**config.mk**
```make
export PLATFORM = sky130hd
export DESIGN_NAME = sha512_queue
export DESIGN_NICKNAME = d
export VERILOG_FILES = /design/src/hdl/sha512_pkg.sv /design/src/hdl/sha512_queue.sv
export SDC_FILE = /design/constraint.sdc
export NUM_CORES = 1
export LEC_CHECK = 0
export BUFFER_PORTS_ARGS = -buffer_cell sky130_fd_sc_hd__buf_2
export CORE_MARGIN = 3
export CORE_UTILIZATION = 51
export DETAILED_ROUTE_END_ITERATION = 16
export PLACE_DENSITY = 0.79
export REMOVE_ABC_BUFFERS = 1
export SLEW_MARGIN = 20
export SYNTH_ARGS = -nofsm -noshare
export SYNTH_HDL_FRONTEND = slang
export SYNTH_SLANG_ARGS = --single-unit
```
**constraint.sdc**
```tcl
create_clock -name clk -period 2.75 [get_ports clk]
set_clock_uncertainty 0.1 [all_clocks]
set_input_delay 0.55 -clock clk [delete_from_list [all_inputs] [get_ports clk]]
set_output_delay 0.55 -clock clk [all_outputs]
set_load 0.01 [all_outputs]
```
**src/hdl/sha512_pkg.sv**
```systemverilog
// shared constants and types for the sha-512 hash engine
`timescale 1ns / 1ps
package sha512_pkg;

  localparam int QueueDepth = 4;
  localparam logic [60:0] TotalMax = {61{1'b1}};

  // one queued word for the compression back end
  typedef struct packed {
    logic [63:0] word;
    logic        final_word;
    logic        too_long;
  } queue_item_t;

  localparam logic [63:0] InitHash [8] = '{
    64'h6a09e667f3bcc908, 64'hbb67ae8584caa73b, 64'h3c6ef372fe94f82b,
    64'ha54ff53a5f1d36f1, 64'h510e527fade682d1, 64'h9b05688c2b3e6c1f,
    64'h1f83d9abfb41bd6b, 64'h5be0cd19137e2179
  };

  localparam logic [63:0] RoundK [80] = '{
    64'h428a2f98d728ae22, 64'h7137449123ef65cd, 64'hb5c0fbcfec4d3b2f, 64'he9b5dba58189dbbc,
    64'h3956c25bf348b538, 64'h59f111f1b605d019, 64'h923f82a4af194f9b, 64'hab1c5ed5da6d8118,
    64'hd807aa98a3030242, 64'h12835b0145706fbe, 64'h243185be4ee4b28c, 64'h550c7dc3d5ffb4e2,
    64'h72be5d74f27b896f, 64'h80deb1fe3b1696b1, 64'h9bdc06a725c71235, 64'hc19bf174cf692694,
    64'he49b69c19ef14ad2, 64'hefbe4786384f25e3, 64'h0fc19dc68b8cd5b5, 64'h240ca1cc77ac9c65,
    64'h2de92c6f592b0275, 64'h4a7484aa6ea6e483, 64'h5cb0a9dcbd41fbd4, 64'h76f988da831153b5,
    64'h983e5152ee66dfab, 64'ha831c66d2db43210, 64'hb00327c898fb213f, 64'hbf597fc7beef0ee4,
    64'hc6e00bf33da88fc2, 64'hd5a79147930aa725, 64'h06ca6351e003826f, 64'h142929670a0e6e70,
    64'h27b70a8546d22ffc, 64'h2e1b21385c26c926, 64'h4d2c6dfc5ac42aed, 64'h53380d139d95b3df,
    64'h650a73548baf63de, 64'h766a0abb3c77b2a8, 64'h81c2c92e47edaee6, 64'h92722c851482353b,
    64'ha2bfe8a14cf10364, 64'ha81a664bbc423001, 64'hc24b8b70d0f89791, 64'hc76c51a30654be30,
    64'hd192e819d6ef5218, 64'hd69906245565a910, 64'hf40e35855771202a, 64'h106aa07032bbd1b8,
    64'h19a4c116b8d2d0c8, 64'h1e376c085141ab53, 64'h2748774cdf8eeb99, 64'h34b0bcb5e19b48a8,
    64'h391c0cb3c5c95a63, 64'h4ed8aa4ae3418acb, 64'h5b9cca4f7763e373, 64'h682e6ff3d6b2b8a3,
    64'h748f82ee5defb2fc, 64'h78a5636f43172f60, 64'h84c87814a1f0ab72, 64'h8cc702081a6439ec,
    64'h90befffa23631e28, 64'ha4506cebde82bde9, 64'hbef9a3f7b2c67915, 64'hc67178f2e372532b,
    64'hca273eceea26619c, 64'hd186b8c721c0c207, 64'heada7dd6cde0eb1e, 64'hf57d4f7fee6ed178,
    64'h06f067aa72176fba, 64'h0a637dc5a2c898a6, 64'h113f9804bef90dae, 64'h1b710b35131c471b,
    64'h28db77f523047d84, 64'h32caab7b40c72493, 64'h3c9ebe0a15c9bebc, 64'h431d67c49c100d4c,
    64'h4cc5d4becb3e42b6, 64'h597f299cfc657e2a, 64'h5fcb6fab3ad6faec, 64'h6c44198c4a475817
  };

  function automatic logic [63:0] rotr(input logic [63:0] x, input int n);
    rotr = (x >> n) | (x << (64 - n));
  endfunction

endpackage

```
**src/hdl/sha512_queue.sv**
```systemverilog
// small fifo between front end and compression core
`timescale 1ns / 1ps
module sha512_queue (
  input  logic                   clk,
  input  logic                   rst,
  input  logic                   wr_valid,
  output logic                   wr_ready,
  input  sha512_pkg::queue_item_t wr_item,
  output logic                   rd_valid,
  input  logic                   rd_ready,
  output sha512_pkg::queue_item_t rd_item
);
  import sha512_pkg::*;

  localparam int AW = $clog2(QueueDepth);
  queue_item_t slots [QueueDepth];
  logic [AW-1:0] wp, rp;
  logic [AW:0]   fill;
  logic wr, rd;

  assign wr_ready = fill != (AW+1)'(QueueDepth);
  assign rd_valid = fill != '0;
  assign rd_item = slots[rp];
  assign wr = wr_valid && wr_ready;
  assign rd = rd_valid && rd_ready;

  always_ff @(posedge clk) begin
    if (wr) slots[wp] <= wr_item;
  end

  always_ff @(posedge clk) begin
    if (rst) begin
      wp <= '0;
      rp <= '0;
      fill <= '0;
    end else begin
      if (wr) wp <= wp + 1'b1;
      if (rd) rp <= rp + 1'b1;
      fill <= fill + (AW+1)'(wr) - (AW+1)'(rd);
    end
  end
endmodule

```
==> results.py <==
metrics = {
    "layout": {
        "postLayoutCoreUtil_pct": 62.8,
        "nNetsFinal": 636,
        "seq_area_mm2": 0.00812,
        "multiInputGateArea_mm2": 0.00176,
        "layout-drive-gt1-share_pct": 45.6,
        "syn2layout_area_growth_pct": 19.2,
        "diodes": 0,
        "final_area_mm2": 0.0119,
        "nFillCells": 1272,
    },
    "setup_path": {
        "crit_chain": "buf_4 -> mux4_2 -> buf_2",
        "reg2reg_to": "fill[2]",
        "worst-path-buf-inv": 2,
        "worstSetupPathType": "flop to output pin",
        "crit_path_top_delay_cell": "mux4_2",
        "crit_arrival_ps": 1970,
        "r2r_cells": 11,
        "crit_required_ps": 2100,
        "r2r-start": "fill[1]",
        "cp_max_fo": 10,
        "crit_cells": 3,
        "critPathMaxStageDelay_ps": 550,
        "crit_path_end_kind": "output pin",
        "reg2reg_slack_ps": 410,
        "cp_top_family": "multiplexers",
        "startpoint_type": "flop",
    },
    "cts": {
        "clockRootBuffer": "clkbuf_16",
        "htreeDepth": 1,
        "cts_tree": "done",
        "clkTransAtPathRegs_ps": 60,
        "postCtsHoldBufs": 0,
        "numCtsBuffers": 27,
        "cts_buffer_depth": 3,
        "worst_skew_pair.late_latency_ps": 510,
        "cts_resized": 0,
        "cts_setup_buffers": 0,
        "clock_sinks": 273,
    },
    "sta": {
        "slew_headroom_pct": 64.8,
        "fin_ws_ps": 128,
        "maxSlewViolCount": 0,
        "setup_viol": 0,
        "fmax_mhz": 381,
        "worst_pin_slew_ps": 521,
        "tns_ps": 0,
        "post-route-period-util_pct": 95.4,
        "finalHoldViolCount": 0,
        "rsz0062_at_grt": "false",
        "period_needed_ps": 2620,
    },
    "synthesis": {
        "synth_xor_area_share_pct": 0.263,
        "synth_area_mm2": 0.00999,
        "synth_ff_type": "edfxtp_1",
        "synthArstFlopShare_pct": 0,
        "yosysWarningCount": 0,
        "synth-simple-area-share_pct": 0.952,
        "synth_compound_area_share_pct": 0.288,
        "synth_top_cells_by_count": "edfxtp_1 (264), mux4_2 (66), dfxtp_1 (9)",
        "synth-edff-count": 264,
        "ys_ff_latch": 273,
        "synth_top_family_by_area": "multiplexers",
        "syn_inst": 393,
        "seq_area_frac_synth_pct": 81.2,
        "synth_top_area_share_pct": 79.4,
        "yosys-top-cells-area": "edfxtp_1 (79%), mux4_2 (15%), dfxtp_1 (1.8%), ha_1 (0.75%), buf_6 (0.56%)",
        "synth_fa_ha_area_share_pct": 0.952,
        "synth.most_common_cell": "edfxtp_1",
        "yosysTopAreaCell": "edfxtp_1",
        "ys_types": 24,
        "syn_area_per_cell_um2": 25.4,
        "synthMuxAreaShare_pct": 15.1,
    },
    "route": {
        "ant_nets": 0,
        "firstDrtPassIters": 4,
        "routed_via_density": 5.42,
        "drc": 0,
        "vias": 4537,
        "drtIter0Drc": 309,
        "post_drt_wl_per_cell_um": 20.6,
        "drt_wl_total_um": 17300,
    },
    "placement": {
        "dp_hpwl_um": 10900,
        "place_ws_ps": 354,
        "placed_area_mm2": 0.0111,
        "gp_congestion": 0.739,
        "port_buffers": 137,
    },
    "floorplanning": {
        "initial_utilization_pct": 52.7,
        "placeableCoreArea_mm2": 0.0190,
        "rows": 50,
        "die_w_um": 146,
        "die_h_um": 146,
        "die-area_mm2": 0.0213,
        "ioPinCount": 138,
    },
    "worst_hold_path": {
        "holdPathEnd": "slots[3][8]",
        "worstHoldStart": "wr_item[8]",
        "min_path_cells": 1,
        "hp-class": "input pin to flop",
    },
    "grt": {
        "grt_overflow": 0,
        "grt_pass1_wl_um": 27900,
        "grt_pass1_vias": 4955,
        "grt_usage_pct": 16.6,
        "antenna_found_initial": 1,
        "grt_max_degree": 42,
    },
    "power_and_ir_drop": {
        "vdd_drop_max_mv": 0.641,
        "leakagePower_nw": 4.01,
        "powerDensity_mw_per_mm2": 935,
    },
    "outcome": {
        "status": "completed",
    },
    "run": {
        "drv_cap": 0,
    },
}
==> worst reg2reg max path: stages (launching register included) <==
cell and delay [ps]:
dfxtp_1 450, nor2_1 120, a21boi_2 170, inv_1 60, ha_1 290, inv_1 60, ha_1 140, inv_1 50
fa_1 370, xor2_1 160, and2_1 170, nor3_1 130
==> where the power goes <==
part           leakage, nW  switching, mW  internal, mW
logic                 1.13           1.31          1.27
clock network        0.389           1.39          1.88
registers             2.49          0.181          5.10
==> stage by stage <==
| step | hold slack [ps] | instances | power [mW] |
|---|---|---|---|
| after floorplan | 381 | 378 | 6.99 |
| after global placement | 392 | 790 | 7.93 |
| after detailed placement | 420 | 790 | 8.01 |
| after CTS | 129 | 837 | 11.3 |
| after global routing | 140 | 837 | 11.7 |
| final | 151 | 837 | 11.1 |
==> routing by layer <==
metal	track usage (%)	share of wire, %
met2	27.7	51
met5	0	0.069
met1	22.9	41
met3	3.74	6.4
met4	3.75	1.5
==> logic make-up (layout without fill, tap and decap cells) <==
group / count (synthesis) / in the layout
AO/OA/AOI/OAI: 3 / 3
XOR/XNOR: 3 / 3
adder cells (fa/ha/maj): 7 / 7
buffers and inverters: 20 / 204
flip-flops: 273 / 273
multiplexers: 68 / 68
AND/OR/NAND/NOR: 19 / 19
==> registers in the layout, indices dropped and copies added, names as in the netlist, named ones only <==
name   cells
fill       3
rp         2
slots    264
wp         2
==> area by class of cell <==
cell class	instances	area share [%]
clock buffer	31	5.80
sequential	273	68.2
inverter	5	0.158
multi-input combinational	100	14.8
timing repair buffer	152	7.47
tap	260	2.73
clock inverter	16	0.862
==> layout by cell type, fill, tap and decap left out, types with 2 or more instances in the layout <==
| master | netlist | routed |
|---|---|---|
| nor2_1 | 8 | 8 |
| clkinv_2 | 0 | 7 |
| clkbuf_1 | 3 | 4 |
| dfxtp_1 | 9 | 7 |
| edfxtp_1 | 264 | 264 |
| clkbuf_16 | 0 | 27 |
| buf_2 | 5 | 137 |
| nand2b_1 | 2 | 2 |
| inv_1 | 5 | 5 |
| clkinv_1 | 0 | 6 |
| ha_1 | 6 | 6 |
| xor2_1 | 2 | 2 |
| buf_4 | 2 | 7 |
| dfxtp_4 | 0 | 2 |
| mux4_2 | 66 | 66 |
| buf_12 | 0 | 7 |
| clkinvlp_4 | 0 | 2 |
| and2_4 | 0 | 4 |
==> how the worst max path moves through the flow <==
stage | startpoint | to | slack (ps)
6_report | flop | rd_item[26] | 130
5_1_grt | flop | rd_item[19] | 10
4_1_cts | flop | rd_item[2] | 50
3_5_place_dp | wr_valid | fill[2] | 350
3_3_place_gp | wr_valid | fill[2] | 450
2_1_floorplan | flop | rd_item[0] | -1390
No activity file was read; power rests on OpenSTA's default activity.
