### src/hdl/sha512_pkg.sv
// shared constants and types for the sha-512 hash engine
`timescale 1ns / 1ps
package sha512_pkg;

  localparam int QueueDepth = 4;
  localparam logic [60:0] TotalMax = {61{1'b1}};

  // one queued word for the compression back end
  typedef struct packed {
    logic [63:0] word;
    logic        final_word;
    logic        too_long;
  } queue_item_t;

  localparam logic [63:0] InitHash [8] = '{
    64'h6a09e667f3bcc908, 64'hbb67ae8584caa73b, 64'h3c6ef372fe94f82b,
    64'ha54ff53a5f1d36f1, 64'h510e527fade682d1, 64'h9b05688c2b3e6c1f,
    64'h1f83d9abfb41bd6b, 64'h5be0cd19137e2179
  };

  localparam logic [63:0] RoundK [80] = '{
    64'h428a2f98d728ae22, 64'h7137449123ef65cd, 64'hb5c0fbcfec4d3b2f, 64'he9b5dba58189dbbc,
    64'h3956c25bf348b538, 64'h59f111f1b605d019, 64'h923f82a4af194f9b, 64'hab1c5ed5da6d8118,
    64'hd807aa98a3030242, 64'h12835b0145706fbe, 64'h243185be4ee4b28c, 64'h550c7dc3d5ffb4e2,
    64'h72be5d74f27b896f, 64'h80deb1fe3b1696b1, 64'h9bdc06a725c71235, 64'hc19bf174cf692694,
    64'he49b69c19ef14ad2, 64'hefbe4786384f25e3, 64'h0fc19dc68b8cd5b5, 64'h240ca1cc77ac9c65,
    64'h2de92c6f592b0275, 64'h4a7484aa6ea6e483, 64'h5cb0a9dcbd41fbd4, 64'h76f988da831153b5,
    64'h983e5152ee66dfab, 64'ha831c66d2db43210, 64'hb00327c898fb213f, 64'hbf597fc7beef0ee4,
    64'hc6e00bf33da88fc2, 64'hd5a79147930aa725, 64'h06ca6351e003826f, 64'h142929670a0e6e70,
    64'h27b70a8546d22ffc, 64'h2e1b21385c26c926, 64'h4d2c6dfc5ac42aed, 64'h53380d139d95b3df,
    64'h650a73548baf63de, 64'h766a0abb3c77b2a8, 64'h81c2c92e47edaee6, 64'h92722c851482353b,
    64'ha2bfe8a14cf10364, 64'ha81a664bbc423001, 64'hc24b8b70d0f89791, 64'hc76c51a30654be30,
    64'hd192e819d6ef5218, 64'hd69906245565a910, 64'hf40e35855771202a, 64'h106aa07032bbd1b8,
    64'h19a4c116b8d2d0c8, 64'h1e376c085141ab53, 64'h2748774cdf8eeb99, 64'h34b0bcb5e19b48a8,
    64'h391c0cb3c5c95a63, 64'h4ed8aa4ae3418acb, 64'h5b9cca4f7763e373, 64'h682e6ff3d6b2b8a3,
    64'h748f82ee5defb2fc, 64'h78a5636f43172f60, 64'h84c87814a1f0ab72, 64'h8cc702081a6439ec,
    64'h90befffa23631e28, 64'ha4506cebde82bde9, 64'hbef9a3f7b2c67915, 64'hc67178f2e372532b,
    64'hca273eceea26619c, 64'hd186b8c721c0c207, 64'heada7dd6cde0eb1e, 64'hf57d4f7fee6ed178,
    64'h06f067aa72176fba, 64'h0a637dc5a2c898a6, 64'h113f9804bef90dae, 64'h1b710b35131c471b,
    64'h28db77f523047d84, 64'h32caab7b40c72493, 64'h3c9ebe0a15c9bebc, 64'h431d67c49c100d4c,
    64'h4cc5d4becb3e42b6, 64'h597f299cfc657e2a, 64'h5fcb6fab3ad6faec, 64'h6c44198c4a475817
  };

  function automatic logic [63:0] rotr(input logic [63:0] x, input int n);
    rotr = (x >> n) | (x << (64 - n));
  endfunction

endpackage

### src/hdl/sha512_front.sv
// front end: byte counting, padding and length word generation
`timescale 1ns / 1ps
module sha512_front (
  input  logic                   clk,
  input  logic                   rst,
  input  logic                   in_valid,
  output logic                   in_ready,
  input  logic [63:0]            in_word,
  input  logic [3:0]             in_count,
  input  logic                   in_last,
  output logic                   q_valid,
  input  logic                   q_ready,
  output sha512_pkg::queue_item_t q_item
);
  import sha512_pkg::*;

  localparam logic [1:0] StIdle = 2'd0;
  localparam logic [1:0] StPad  = 2'd1;
  localparam logic [1:0] StLen  = 2'd2;

  logic [1:0]  state;
  logic [3:0]  pos;
  logic [60:0] total;
  logic        sat;
  logic        pad_full;   // 0x80 word still owed after a full last word
  logic [3:0]  n;
  logic [60:0] total_add;
  logic        will_sat;
  logic [63:0] mask;
  logic [63:0] last_data;

  always_comb begin
    n = in_last ? ((in_count == 4'd0) ? 4'd1 : (in_count > 4'd8) ? 4'd8 : in_count) : 4'd8;
    will_sat = total > (TotalMax - {57'd0, n});
    total_add = will_sat ? TotalMax : total + {57'd0, n};
    mask = ~64'd0 << (7'd64 - {n, 3'b000});
    last_data = (n == 4'd8) ? in_word
              : ((in_word & mask) | (64'h80 << (7'd56 - {n, 3'b000})));
  end

  assign in_ready = (state == StIdle) && q_ready;

  always_comb begin
    q_valid = 1'b0;
    q_item = '{word: 64'd0, final_word: 1'b0, too_long: sat};
    unique case (state)
      StIdle: begin
        q_valid = in_valid;
        q_item.word = in_last ? last_data : in_word;
      end
      StPad: begin
        q_valid = 1'b1;
        q_item.word = pad_full ? 64'h8000000000000000 : 64'd0;
      end
      StLen: begin
        q_valid = 1'b1;
        q_item.word = {total, 3'b000};
        q_item.final_word = 1'b1;
      end
      default: q_valid = 1'b0;
    endcase
  end

  // the upper length word is always a zero pushed from the pad state
  always_ff @(posedge clk) begin
    if (rst) begin
      state <= StIdle;
      pos <= 4'd0;
      total <= 61'd0;
      sat <= 1'b0;
      pad_full <= 1'b0;
    end else if (q_valid && q_ready) begin
      pos <= pos + 4'd1;
      unique case (state)
        StIdle: begin
          total <= total_add;
          sat <= sat | will_sat;
          if (in_last) begin
            pad_full <= (n == 4'd8);
            state <= StPad;
          end
        end
        StPad: begin
          pad_full <= 1'b0;
          if (pos == 4'd14 && !pad_full) state <= StLen;
        end
        StLen: begin
          state <= StIdle;
          total <= 61'd0;
          sat <= 1'b0;
        end
        default: state <= StIdle;
      endcase
    end
  end

  // the length word always lands in the last slot of a block
  a_len_slot: assert property (@(posedge clk) disable iff (rst)
    (state == StLen) |-> (pos == 4'd15)) else $error("length word misplaced");
  a_pad_full: assert property (@(posedge clk) disable iff (rst)
    (state == StLen) |-> !pad_full) else $error("pad byte lost");
  a_no_in: assert property (@(posedge clk) disable iff (rst)
    (state != StIdle) |-> !in_ready) else $error("input taken while padding");
endmodule

### config.mk
export PLATFORM = sky130hd
export DESIGN_NAME = sha512_front
export DESIGN_NICKNAME = d
export VERILOG_FILES = /design/src/hdl/sha512_pkg.sv /design/src/hdl/sha512_front.sv
export SDC_FILE = /design/constraint.sdc
export NUM_CORES = 1
export LEC_CHECK = 0
export ABC_AREA = 1
export BUFFER_PORTS_ARGS = -buffer_cell sky130_fd_sc_hd__buf_2
export CELL_PAD_IN_SITES_DETAIL_PLACEMENT = 2
export CELL_PAD_IN_SITES_GLOBAL_PLACEMENT = 2
export CORE_ASPECT_RATIO = 1.5
export CORE_MARGIN = 1
export CORE_UTILIZATION = 28
export CTS_CLUSTER_DIAMETER = 40
export DETAILED_ROUTE_END_ITERATION = 6
export PLACE_DENSITY_LB_ADDON = 0.08
export SLEW_MARGIN = 30
export SYNTH_ARGS = -nofsm -noshare
export SYNTH_HDL_FRONTEND = slang
export SYNTH_SLANG_ARGS = --single-unit
### constraint.sdc
create_clock -name clk -period 4.2 [get_ports clk]
set_input_delay 0.63 -clock clk [delete_from_list [all_inputs] [get_ports clk]]
set_output_delay 0.63 -clock clk [all_outputs]
set_load 0.05 [all_outputs]
==> metrics <==
outcome complete, no violations; nets 1376; critical path cell sequence buf_2, inv_1, nor2_1, inv_1, nor2_1, inv_1, ha_1, ha_1, nor2_1, inv_1, nor2_1, o21ai_0, buf_2; I/O Pins 141; CP Data Arrival Time 3240 ps; Top Layer Used met4; synth warn 0; final std cells w/o fill 1565; Antenna diodes 0; GR Util All Layers 28.6%; number of flops mapped to enable cells by yosys 0; GPL Wtd Cong 0.933; largest net degree at the start of global routing 66; DIE WIDTH 126 µm; clock skew 11.4 ps; f_max 259 MHz; cell area after layout 7810 µm²; cell area after placement 7480 µm²; Worst-Skew Late Latency 360 ps; footprint of the multi-input gates 4420 µm²; final count of pins violating max slew 0; total CTS buffers 9; CTS resizes 0; # placed instances 1549; Avg WL per Cell 21.2 µm; CTS tree yes; worst slew pin tran 927 ps; initial antenna violation count 0; Setup CP Type in2out; post-layout util 34.6%; register area share after synthesis 21.3%; Mapped Area 6490 µm²; Routed WL 33100 µm; post-synthesis register bit count 69; CP Launch Type primary input; Clock Tree Root clkbuf_16; Max FO, Critical Path 10; slowest cell on the critical path nor2_1; metal1 wirelength 13200 µm; clk buf depth 2; vias 8234; # DRC 0; number of global-route vias before repair 8763; WL met2 17800 µm; clk slew on worst S/H paths 70 ps; Syn Nets 1250; commonest non-fill, non-tap cell in the layout nand2_1; first-pass GRT wire length 50900 µm; die area 23800 µm²; Vias per Instance 5.26; routed wire length on met3 972 µm; Hold Path Class reg2reg; worst hold margin 454 ps; Final Hold Vio Count 0; IO buf count 140; commonest non-fill, non-tap cells in the layout nand2_1 (417), nor2_1 (142), buf_2 (139), inv_1 (119), nand3_1 (86); RSZ-0062 raised after global routing false; CORE AREA 22600 µm²; Critical Path RT 3570 ps; max cap viols 0; Lkg Pwr 3.27 nW; FP Rows 67; Cells after Synth 1158; Sequential Area 1380 µm²; drt initial violations 286; Sink Count 69; ANT nets after route 0; Power Density 356 nW/µm²; share of cells above drive strength 1 17.1%; setup TNS 0 ps; Setup Buffers After CTS 0; starting density of the core 28.8%; synth unique cells 43; Die H 188 µm; Slew headroom 38.0%; CP Capture Type primary output; H-Tree Level Count 3; Fill cells 2968; syn_area_per_cell 5.60 µm²; min cycle time layout 3870 ps; DR pass1 iterations 4; Detail Placement HPWL 26500 µm; Async S/R FF share, synth 0%; Max stage delay on crit path 610 ps; Hold Buf Count CTS 0; worst vdd ir 0.000167 V; fin crit share 92.0%; Area Overhead vs Synth 20.4%; gr ovfl total 0; Main synth FF type dfxtp_1; final setup vio count 0
cells by family (layout without fill, tap and decap cells):
logic type                 Yosys count  count (layout)  synth area share [%]
adders and majority gates           19              19                  3.78
buffers and inverters              170             301                  10.7
DFF                                 69              69                  21.3
xor gates and xnor gates            20              20                  2.70
and+or+nand+nor                    713             713                  46.4
AOI/OAI and AO/OA                  167             167                  15.1
cell type report:
class	instances	share of cell area, %
tap	276	4.42
timing repair buffer	158	11.1
sequential	69	17.7
inverter	127	6.11
multi-input combinational	919	56.6
clock buffer	9	2.89
clock inverter	7	1.27
worst max-delay path, delay by kind of cell:
| kind | cells | cell delay, ps |
|---|---|---|
| buffers and inverters | 6 | 870 |
| adders and majority gates | 2 | 510 |
| AOI/OAI and AO/OA | 1 | 170 |
| and+or+nand+nor | 4 | 1060 |
power breakdown:
| part | switching (W) | internal, W | total, W |
|---|---|---|---|
| Clock | 0.000352 | 0.000524 | 0.000876 |
| Sequential | 0.0000126 | 0.000667 | 0.000680 |
| Combinational | 0.000956 | 0.000267 | 0.00122 |
| Total | 0.00132 | 0.00146 | 0.00278 |
path summary, 6_finish.rpt:
| path | start | cells past startpoint | slack, ps | end |
|---|---|---|---|---|
| worst max-delay path | in_last | 13 | 330 | q_item[44] |
| worst min-delay path | sat$_SDFFE_PP0P_ | 2 | 450 | sat$_SDFFE_PP0P_ |
| worst max register to register | state[0]$_SDFFE_PP0P_ | 7 | 1490 | total[9]$_SDFFE_PP0P_ |
| worst min register to register | sat$_SDFFE_PP0P_ | 2 | 450 | sat$_SDFFE_PP0P_ |
layer usage:
metal / up-vias / track usage, %
met5: - / 0
met4: 0 / 11.1
met3: 45 / 3.24
met2: 172 / 55.3
met1: 4064 / 31.1
li1: 3953 / -
sequential cells by signal, indices dropped and copies added, names as in the netlist:
| signal | flops |
|---|---|
| state | 2 |
| pos | 4 |
| total | 61 |
| pad_full | 1 |
| sat | 1 |
metrics by stage:
stage,worst slack (ps),total power [W]
CTS,282,0.00282
finish,334,0.00278
floorplan,90.9,0.00157
detailed placement,278,0.00193
global route,109,0.00291
global placement,367,0.00192
Yosys cell counts (all sizes together), types with 2 or more instances:
cell type  number  area [µm²]
a32o            2        20.0
nand3b          4        30.0
buf            22         141
nand2         429        1650
nor3            7        40.0
and2            4        25.0
nand3          88         450
nor2          160         686
clkbuf         21        78.8
a22oi           2        28.8
a32oi          14         123
o31ai           3        22.5
inv           127         477
a21oi          77         385
ha             18         225
xor2           14         123
o21ai          45         240
nand4          16         100
dfxtp          69        1380
and3            2        12.5
xnor2           6        52.6
o22ai          19         119
or2             2        12.5
(Power assumes the default switching activity.)
